**src/hdl/dice_pkg.sv**
```systemverilog
// Shared widths and defaults for the distinct identifier counter.
package dice_pkg;

  localparam int ID_W              = 64;
  localparam int CNT_W             = 16;
  localparam int TABLE_ENTRIES_DEF = 64;

endpackage

```
**src/hdl/dice_if.sv**
```systemverilog
// Request and result channel interfaces of the distinct identifier counter.
interface dice_in_if
  import dice_pkg::*;
();
  logic             valid;
  logic             ready;
  logic [ID_W-1:0]  space_id;
  logic [CNT_W-1:0] total_count;
  logic             last_item;

  modport source (output valid, output space_id, output total_count, output last_item,
                  input ready);
  modport sink   (input valid, input space_id, input total_count, input last_item,
                  output ready);
endinterface

interface dice_out_if
  import dice_pkg::*;
();
  logic             valid;
  logic             ready;
  logic [CNT_W-1:0] distinct_count;

  modport source (output valid, output distinct_count, input ready);
  modport sink   (input valid, input distinct_count, output ready);
endinterface

```
**src/hdl/distinct_id_counter_with_estimate_core.sv**
```systemverilog
// Top level of the distinct identifier counter with overflow estimate.
//
// Takes one identifier per request and scans the identifier table, one RAM entry per cycle
// through its single read port; the scan stops early on a hit and is skipped once the estimate
// is formed. A new identifier that meets a full table starts a bit-serial estimate divider.
// The result appears on the last request of a list, is held in an output register, and the
// next request is taken while it waits. The table needs no clearing after reset: only the
// entries below the fill level are ever read.
module distinct_id_counter_with_estimate_core
  import dice_pkg::*;
#(
  parameter int TABLE_ENTRIES = TABLE_ENTRIES_DEF
) (
  input  logic        clk,
  input  logic        rst_n,
  dice_in_if.sink     in_req,
  dice_out_if.source  out_res
);

  localparam int AW  = (TABLE_ENTRIES > 1) ? $clog2(TABLE_ENTRIES) : 1;
  localparam int FW  = $clog2(TABLE_ENTRIES + 1);
  localparam int DVW = CNT_W + FW;
  localparam int DCW = $clog2(DVW + 1);

  typedef enum logic [3:0] {
    ST_IDLE   = 4'b0001,
    ST_SCAN   = 4'b0010,
    ST_DIV    = 4'b0100,
    ST_FINISH = 4'b1000
  } state_t;

  state_t           state_r, state_nxt;
  logic [FW-1:0]    idx_r, idx_nxt;
  logic             rd_vld_r, rd_vld_nxt;
  logic [FW-1:0]    fill_r, fill_nxt;
  logic [CNT_W-1:0] visited_r, visited_nxt;
  logic             est_done_r, est_done_nxt;
  logic [CNT_W-1:0] running_r, running_nxt;
  logic [DCW-1:0]   div_cnt_r, div_cnt_nxt;
  logic             out_valid_r, out_valid_nxt;

  logic [ID_W-1:0]  id_r;
  logic [CNT_W-1:0] total_r;
  logic             last_r;
  logic [DVW-1:0]   quo_r, quo_nxt;
  logic [CNT_W-1:0] rem_r, rem_nxt;
  logic [CNT_W-1:0] out_count_r, out_count_nxt;

  logic             ram_wr_en, ram_rd_en;
  logic [ID_W-1:0]  ram_rd_data;
  logic             in_fire, hit;
  logic [CNT_W-1:0] visited_inc, rest;
  logic [FW-1:0]    fill_inc;
  logic [CNT_W:0]   trial;
  logic             trial_ge;
  logic [DVW-1:0]   quo_step;
  logic [CNT_W-1:0] rem_step;
  logic [DVW:0]     est_sum;
  logic [CNT_W-1:0] est_sat;

  dice_ram #(
    .WIDTH (ID_W),
    .DEPTH (TABLE_ENTRIES)
  ) u_table (
    .clk     (clk),
    .wr_en   (ram_wr_en),
    .wr_addr (fill_r[AW-1:0]),
    .wr_data (id_r),
    .rd_en   (ram_rd_en),
    .rd_addr (idx_r[AW-1:0]),
    .rd_data (ram_rd_data)
  );

  assign in_req.ready           = (state_r == ST_IDLE);
  assign in_fire                = in_req.valid && in_req.ready;
  assign out_res.valid          = out_valid_r;
  assign out_res.distinct_count = out_count_r;

  assign hit         = rd_vld_r && (ram_rd_data == id_r);
  assign ram_rd_en   = (state_r == ST_SCAN) && (idx_r < fill_r) && !hit;
  assign visited_inc = (visited_r == {CNT_W{1'b1}}) ? visited_r : visited_r + 1'b1;
  assign fill_inc    = fill_r + 1'b1;
  assign rest        = (total_r > visited_r) ? total_r - visited_r : '0;

  // one restoring division step per cycle
  assign trial    = {rem_r, quo_r[DVW-1]};
  assign trial_ge = trial >= {1'b0, visited_r};
  assign rem_step = trial_ge ? CNT_W'(trial - {1'b0, visited_r}) : trial[CNT_W-1:0];
  assign quo_step = {quo_r[DVW-2:0], trial_ge};
  assign est_sum  = (DVW+1)'(quo_step) + (DVW+1)'(TABLE_ENTRIES);
  assign est_sat  = (est_sum[DVW:CNT_W] != '0) ? {CNT_W{1'b1}} : est_sum[CNT_W-1:0];

  always_comb begin
    state_nxt     = state_r;
    idx_nxt       = idx_r;
    rd_vld_nxt    = 1'b0;
    fill_nxt      = fill_r;
    visited_nxt   = visited_r;
    est_done_nxt  = est_done_r;
    running_nxt   = running_r;
    div_cnt_nxt   = div_cnt_r;
    out_valid_nxt = out_valid_r;
    quo_nxt       = quo_r;
    rem_nxt       = rem_r;
    out_count_nxt = out_count_r;
    ram_wr_en     = 1'b0;

    if (out_valid_r && out_res.ready) begin
      out_valid_nxt = 1'b0;
    end

    unique case (state_r)
      ST_IDLE: begin
        if (in_fire) begin
          idx_nxt   = '0;
          state_nxt = est_done_r ? ST_FINISH : ST_SCAN;
        end
      end
      ST_SCAN: begin
        if (ram_rd_en) begin
          idx_nxt    = idx_r + 1'b1;
          rd_vld_nxt = 1'b1;
        end
        if (hit) begin
          visited_nxt = visited_inc;
          state_nxt   = ST_FINISH;
        end else if (!rd_vld_r && idx_r == fill_r) begin
          if (fill_r < FW'(TABLE_ENTRIES)) begin
            ram_wr_en   = 1'b1;
            fill_nxt    = fill_inc;
            running_nxt = CNT_W'(fill_inc);
            visited_nxt = visited_inc;
            state_nxt   = ST_FINISH;
          end else if (visited_r == '0) begin
            running_nxt  = CNT_W'(TABLE_ENTRIES);
            est_done_nxt = 1'b1;
            state_nxt    = ST_FINISH;
          end else begin
            quo_nxt     = DVW'(rest) * DVW'(TABLE_ENTRIES);
            rem_nxt     = '0;
            div_cnt_nxt = '0;
            state_nxt   = ST_DIV;
          end
        end
      end
      ST_DIV: begin
        quo_nxt     = quo_step;
        rem_nxt     = rem_step;
        div_cnt_nxt = div_cnt_r + 1'b1;
        if (div_cnt_r == DCW'(DVW - 1)) begin
          running_nxt  = est_sat;
          est_done_nxt = 1'b1;
          state_nxt    = ST_FINISH;
        end
      end
      ST_FINISH: begin
        if (!last_r) begin
          state_nxt = ST_IDLE;
        end else if (!out_valid_r || out_res.ready) begin
          // deliver the list result and clear for the next list
          out_valid_nxt = 1'b1;
          out_count_nxt = (total_r < CNT_W'(2)) ? CNT_W'(1) : running_r;
          fill_nxt      = '0;
          visited_nxt   = '0;
          est_done_nxt  = 1'b0;
          running_nxt   = '0;
          state_nxt     = ST_IDLE;
        end
      end
      default: state_nxt = ST_IDLE;
    endcase
  end

  always_ff @(posedge clk) begin
    if (!rst_n) begin
      state_r     <= ST_IDLE;
      idx_r       <= '0;
      rd_vld_r    <= 1'b0;
      fill_r      <= '0;
      visited_r   <= '0;
      est_done_r  <= 1'b0;
      running_r   <= '0;
      div_cnt_r   <= '0;
      out_valid_r <= 1'b0;
    end else begin
      state_r     <= state_nxt;
      idx_r       <= idx_nxt;
      rd_vld_r    <= rd_vld_nxt;
      fill_r      <= fill_nxt;
      visited_r   <= visited_nxt;
      est_done_r  <= est_done_nxt;
      running_r   <= running_nxt;
      div_cnt_r   <= div_cnt_nxt;
      out_valid_r <= out_valid_nxt;
    end
  end

  always_ff @(posedge clk) begin
    if (in_fire) begin
      id_r    <= in_req.space_id;
      total_r <= in_req.total_count;
      last_r  <= in_req.last_item;
    end
    quo_r       <= quo_nxt;
    rem_r       <= rem_nxt;
    out_count_r <= out_count_nxt;
  end

  a_fill_bound: assert property (@(posedge clk) disable iff (!rst_n)
    fill_r <= FW'(TABLE_ENTRIES))
    else $error("fill level beyond table size");

  a_div_full: assert property (@(posedge clk) disable iff (!rst_n)
    state_r == ST_DIV |-> fill_r == FW'(TABLE_ENTRIES) && !est_done_r)
    else $error("division running without a full table");

  a_est_floor: assert property (@(posedge clk) disable iff (!rst_n)
    est_done_r |-> running_r >= CNT_W'(TABLE_ENTRIES))
    else $error("estimate below table size");

  a_accept_busy: assert property (@(posedge clk) disable iff (!rst_n)
    in_fire |=> state_r != ST_IDLE)
    else $error("request accepted without work");

endmodule

```
**src/hdl/dice_ram.sv**
```systemverilog
// Generic single-port-write, single-port-read RAM with registered read data.
module dice_ram #(
  parameter int WIDTH = 64,
  parameter int DEPTH = 64
) (
  input  logic                     clk,
  input  logic                     wr_en,
  input  logic [$clog2(DEPTH)-1:0] wr_addr,
  input  logic [WIDTH-1:0]         wr_data,
  input  logic                     rd_en,
  input  logic [$clog2(DEPTH)-1:0] rd_addr,
  output logic [WIDTH-1:0]         rd_data
);

  logic [WIDTH-1:0] mem [DEPTH];

  always_ff @(posedge clk) begin
    if (wr_en) begin
      mem[wr_addr] <= wr_data;
    end
    if (rd_en) begin
      rd_data <= mem[rd_addr];
    end
  end

endmodule
```
**src/flat_wrapper.sv**
```systemverilog
// flat-port wrapper written by rule: the top's interface ports become plain ports
module distinct_id_counter_with_estimate_core_flat import dice_pkg::*;
#(
  parameter int TABLE_ENTRIES = TABLE_ENTRIES_DEF
)
  (clk, rst_n, in_req_valid, in_req_space_id, in_req_total_count, in_req_last_item, in_req_ready, out_res_valid, out_res_distinct_count, out_res_ready);
  dice_in_if in_req_i ();
  dice_out_if out_res_i ();
  input  logic clk;
  input  logic rst_n;
  input wire logic [$bits(in_req_i.valid)-1:0] in_req_valid;
  input wire logic [$bits(in_req_i.space_id)-1:0] in_req_space_id;
  input wire logic [$bits(in_req_i.total_count)-1:0] in_req_total_count;
  input wire logic [$bits(in_req_i.last_item)-1:0] in_req_last_item;
  output wire logic [$bits(in_req_i.ready)-1:0] in_req_ready;
  output wire logic [$bits(out_res_i.valid)-1:0] out_res_valid;
  output wire logic [$bits(out_res_i.distinct_count)-1:0] out_res_distinct_count;
  input wire logic [$bits(out_res_i.ready)-1:0] out_res_ready;
  assign in_req_i.valid = in_req_valid;
  assign in_req_i.space_id = in_req_space_id;
  assign in_req_i.total_count = in_req_total_count;
  assign in_req_i.last_item = in_req_last_item;
  assign in_req_ready = in_req_i.ready;
  assign out_res_valid = out_res_i.valid;
  assign out_res_distinct_count = out_res_i.distinct_count;
  assign out_res_i.ready = out_res_ready;
  distinct_id_counter_with_estimate_core #(.TABLE_ENTRIES(TABLE_ENTRIES)) u_core (.clk(clk), .rst_n(rst_n), .in_req(in_req_i), .out_res(out_res_i));
endmodule
```
**config.mk**
```make
export PLATFORM = sky130hd
export DESIGN_NAME = distinct_id_counter_with_estimate_core_flat
export DESIGN_NICKNAME = d
export VERILOG_FILES = /design/src/hdl/dice_pkg.sv /design/src/hdl/dice_if.sv /design/src/hdl/distinct_id_counter_with_estimate_core.sv /design/src/hdl/dice_ram.sv /design/src/flat_wrapper.sv
export SDC_FILE = /design/constraint.sdc
export NUM_CORES = 2
export LEC_CHECK = 0
export BUFFER_PORTS_ARGS = -buffer_cell sky130_fd_sc_hd__buf_2
export CAP_MARGIN = 30
export CELL_PAD_IN_SITES_DETAIL_PLACEMENT = 0
export CELL_PAD_IN_SITES_GLOBAL_PLACEMENT = 2
export CORE_MARGIN = 5
export CORE_UTILIZATION = 42
export CTS_CLUSTER_DIAMETER = 60
export DETAILED_ROUTE_END_ITERATION = 8
export PLACE_DENSITY = 0.7
export SYNTH_ARGS = -nofsm -noshare
export SYNTH_HDL_FRONTEND = slang
export SYNTH_SLANG_ARGS = --single-unit
```
**constraint.sdc**
```tcl
create_clock -name clk -period 9.5 [get_ports clk]
set_input_delay 0.95 -clock clk [delete_from_list [all_inputs] [get_ports clk]]
set_output_delay 0.95 -clock clk [all_outputs]
set_load 0.005 [all_outputs]
```
==> summary.md <==
| Metric | Value |
|---|---|
| Status | `completed` |
| Hold Buf Count CTS | `0` |
| Largest family of logic cells by synthesized area | `multiplexers` |
| Area leader, netlist | `edfxtp_1` |
| Worst Max-Slew Pin Slew | `1150 ps` |
| Worst Setup Slack, final | `3310 ps` |
| FF+latch area | `0.130 mm2` |
| Wirelength per Cell | `34.9 um` |
| DRT iter0 DRCs | `10300` |
| Share of the synthesized area in the top cell type | `0.773` |
| LEAKAGE | `56.9 nW` |
| Most frequent cells in the layout | `edfxtp_1 (4296), mux4_2 (1344), clkbuf_16 (459), buf_4 (221), clkinv_1 (119)` |
| Mapped Nets | `7010` |
| CTS root buf | `clkbuf_16` |
| Nature of the critical path endpoint | `flop` |
| Hold WS | `between 100 and 150 ps` |
| DR vias | `78900` |
| Final antenna-violating net count | `0` |
| Cells after DPL | `12200` |
| CTS H-tree depth | `5` |
| Most common cell after layout, fill and taps aside | `edfxtp_1` |
| Core area | `0.396 mm2` |
| Layout fillers | `31500` |
| Adder-cell share of the synthesized area | `0.00376` |
| Sink Count | `4354` |
| Data required time of the worst path | `approximately 10000 ps` |
| Pwr Density | `~210 mW/mm2` |
| Max clock buf depth | `4` |
| Initial antenna violation count | `22` |
| Unrepaired setup endpoints after global routing | `false` |
| Sequential share of the synthesized area | `0.779` |
| Critical Path Source Type | `flop` |
| Normalized max-slew margin | `0.232` |
| Multi-input gate area in the final layout | `0.0358 mm2` |
| GPL Wtd Cong | `0.783` |
| Mux share of post-synthesis cell area | `0.182` |
| CTS tree | `yes` |
| Clock skew | `57.4 ps` |
| Vias per Instance | `6.05` |
| Crit path top cell by count | `buf_4` |
| Initial DRT Pass Iterations | `5` |
| Synth warnings | `0` |
| Remaining Overflow, GRT | `0` |
| Chip Height | `641 um` |
| Post-CTS sizing | `0` |
| Max_cap viols | `0` |
| Cells after synthesis | `6876` |
| Fmax | `162 MHz` |
| Fraction of registers with async set/reset | `0` |
| Io pins | `approximately 100` |
| Post-Synth Simple-Gate Area | `0.0120` |
| Hpwl dp | `246000 um` |
| Area delta synth->final | `14.5%` |
| Total wire length | `455000 um` |
| Final setup vio count | `0` |
| GRT Util Overall | `0.220` |
| Post-Syn Area | `0.167 mm2` |
| Pre-CTS WS | `3380 ps` |
| Clock period minus worst slack | `6190 ps` |
| Initial Util | `0.422` |
| Vias in the first global route | `79600` |
| Kind of critical path | `flop to flop` |
| Synth top area cells | `edfxtp_1 (77%), mux4_2 (18%), dfxtp_1 (0.70%)` |
| Critical path arrival | `6760 ps` |
| Synth Flop Type | `edfxtp_1` |
| Area post-placement | `0.176 mm2` |
| Port Buffers | `102` |
| Worst Path Max Fanout | `37` |
| NumNets Final | `7535` |
| Yosys reg bits | `4354` |
| Slowest-stage cell, CP | `nand3_1` |
| CTS Buf Count | `~460` |
| Crit-path cells | `buf_12 > ha_1 > nand4_1 > or4b_1 > or2_2 > nor3b_1 > nand3_1 > nor2_4 > buf_4 > buf_4` |
| Slew Limit Fails | `0` |
| Distinct cells, synth | `62` |
| Syn avg cell area | `approximately 24 um2` |
| Setup_tns | `0 ps` |
| Non-Filler Instances | `13000` |
| Layout cells sized above 1 | `0.316` |
| Die ar. | `0.410 mm2` |
| Setup bufs post-CTS | `0` |
| Max incr delay on CP | `roughly 930 ps` |
| Post-synth EDFFs | `4296` |
| Post-synthesis compound-gate area fraction | `0.00892` |
| Die Width | `641 um` |
| Post-Synth XOR/XNOR Area | `0.00493` |
| Worst-Skew Late Latency | `1000 ps` |
| Period utilisation layout | `0.651` |
| DRC Markers | `0` |
| Post-Layout Inst Area | `between 0.15 and 0.2 mm2` |
| Final Hold Vio Count | `0` |
| Clock transition at path regs | `60 ps` |
| Largest net degree at the start of global routing | `138` |
| Max VDD drop | `between 150 and 200 uV` |
| Hold Path Class | `input port to flop` |
| FP Rows | `231` |
| Global-route wire length before repair | `637000 um` |
-- path summary, 6_finish.rpt --
| kind | from | end | slack [ps] | depth (start not counted) |
|---|---|---|---|---|
| worst min-delay path | in_req_space_id[62] | u_core.id_r[62] | 130 | 1 |
| worst max-delay path | u_core.idx_r[5] | u_core.u_table.mem[47][34] | 3310 | 10 |
| worst max register to register | u_core.idx_r[5] | u_core.u_table.mem[47][34] | 3310 | 10 |
| worst min register to register | u_core.running_r[7] | u_core.running_r[7] | 450 | 2 |
-- logic make-up after synthesis --
group,after synthesis
buf+inv,384
flops,4354
simple gates,411
mux,1348
fa+ha+maj,49
xor+xnor,94
compound gates,236
-- per-layer routing --
metal | wire length (um) | vias up | GRT usage
li1 | - | 30900 | -
met1 | 184000 | 43400 | 0.319
met2 | 217000 | 3874 | 0.348
met3 | 40700 | 700 | 0.0409
met4 | 12800 | 6 | 0.0580
met5 | 168 | - | 0
-- registers in the layout, indices dropped and copies added (netlist names), 4 cells and up --
register and cells:
u_core.total_r 16, u_core.u_table.rd_data 64, u_core.id_r 64, u_core.quo_r 23
u_core.u_table.mem 4096, u_core.rem_r 16, u_core.idx_r 7, u_core.div_cnt_r 5
u_core.fill_r 7, u_core.visited_r 16, u_core.out_res.distinct_count 16, u_core.running_r 16
u_core.state_r 4
-- synth_stat cells, types with 6 or more instances --
master     instances
xnor2_1           65
o2111ai_1          6
o21ai_0           56
o21a_1             6
xor2_1            29
nor2b_1           10
nor2_1           140
o211ai_1          17
clkbuf_1         210
mux4_2          1344
edfxtp_1        4296
and2_1            24
nand2_1           75
nor3_1            18
nand3b_1           6
nand2b_1          10
dfxtp_1           58
nand4_1           31
a31oi_1            9
nand3_1           53
buf_2            100
ha_1              47
inv_1             46
nor4_1            14
buf_1             25
o31ai_1           14
a21oi_1           81
a21o_1             8
-- worst max-delay path: cells and delay by family (launching register included) --
| family | cells | cell delay (ps) |
|---|---|---|
| adder cells (fa/ha/maj) | 1 | 200 |
| buffers and inverters | 3 | 1690 |
| flip-flops | 1 | 640 |
| AND/OR/NAND/NOR | 6 | 3170 |
-- final cells by class --
| cell class | instances | area share |
|---|---|---|
| sequential | 4354 | 0.681 |
| tap | 5242 | 0.0343 |
| clock buffer | 569 | 0.0625 |
| antenna | 4 | 0.0000524 |
| clock inverter | 275 | 0.0138 |
| inverter | 48 | 0.000942 |
| multi-input combinational | 2138 | 0.187 |
| timing repair buffer | 403 | 0.0204 |
-- per-stage QoR --
stage               total power [mW]   util
global route                    41.3  0.483
detailed placement              23.0  0.445
floorplan                       22.5      -
CTS                             40.4  0.482
finish                          40.0  0.483
global placement                23.0  0.443
-- power by group --
part | switching, mW | internal [mW]
sequential | 0.0438 | 21.5
clock | 7.50 | 9.93
combinational | 0.839 | 0.197
total | 8.38 | 31.6
Note: power is estimated with default switching activity, not from simulation.
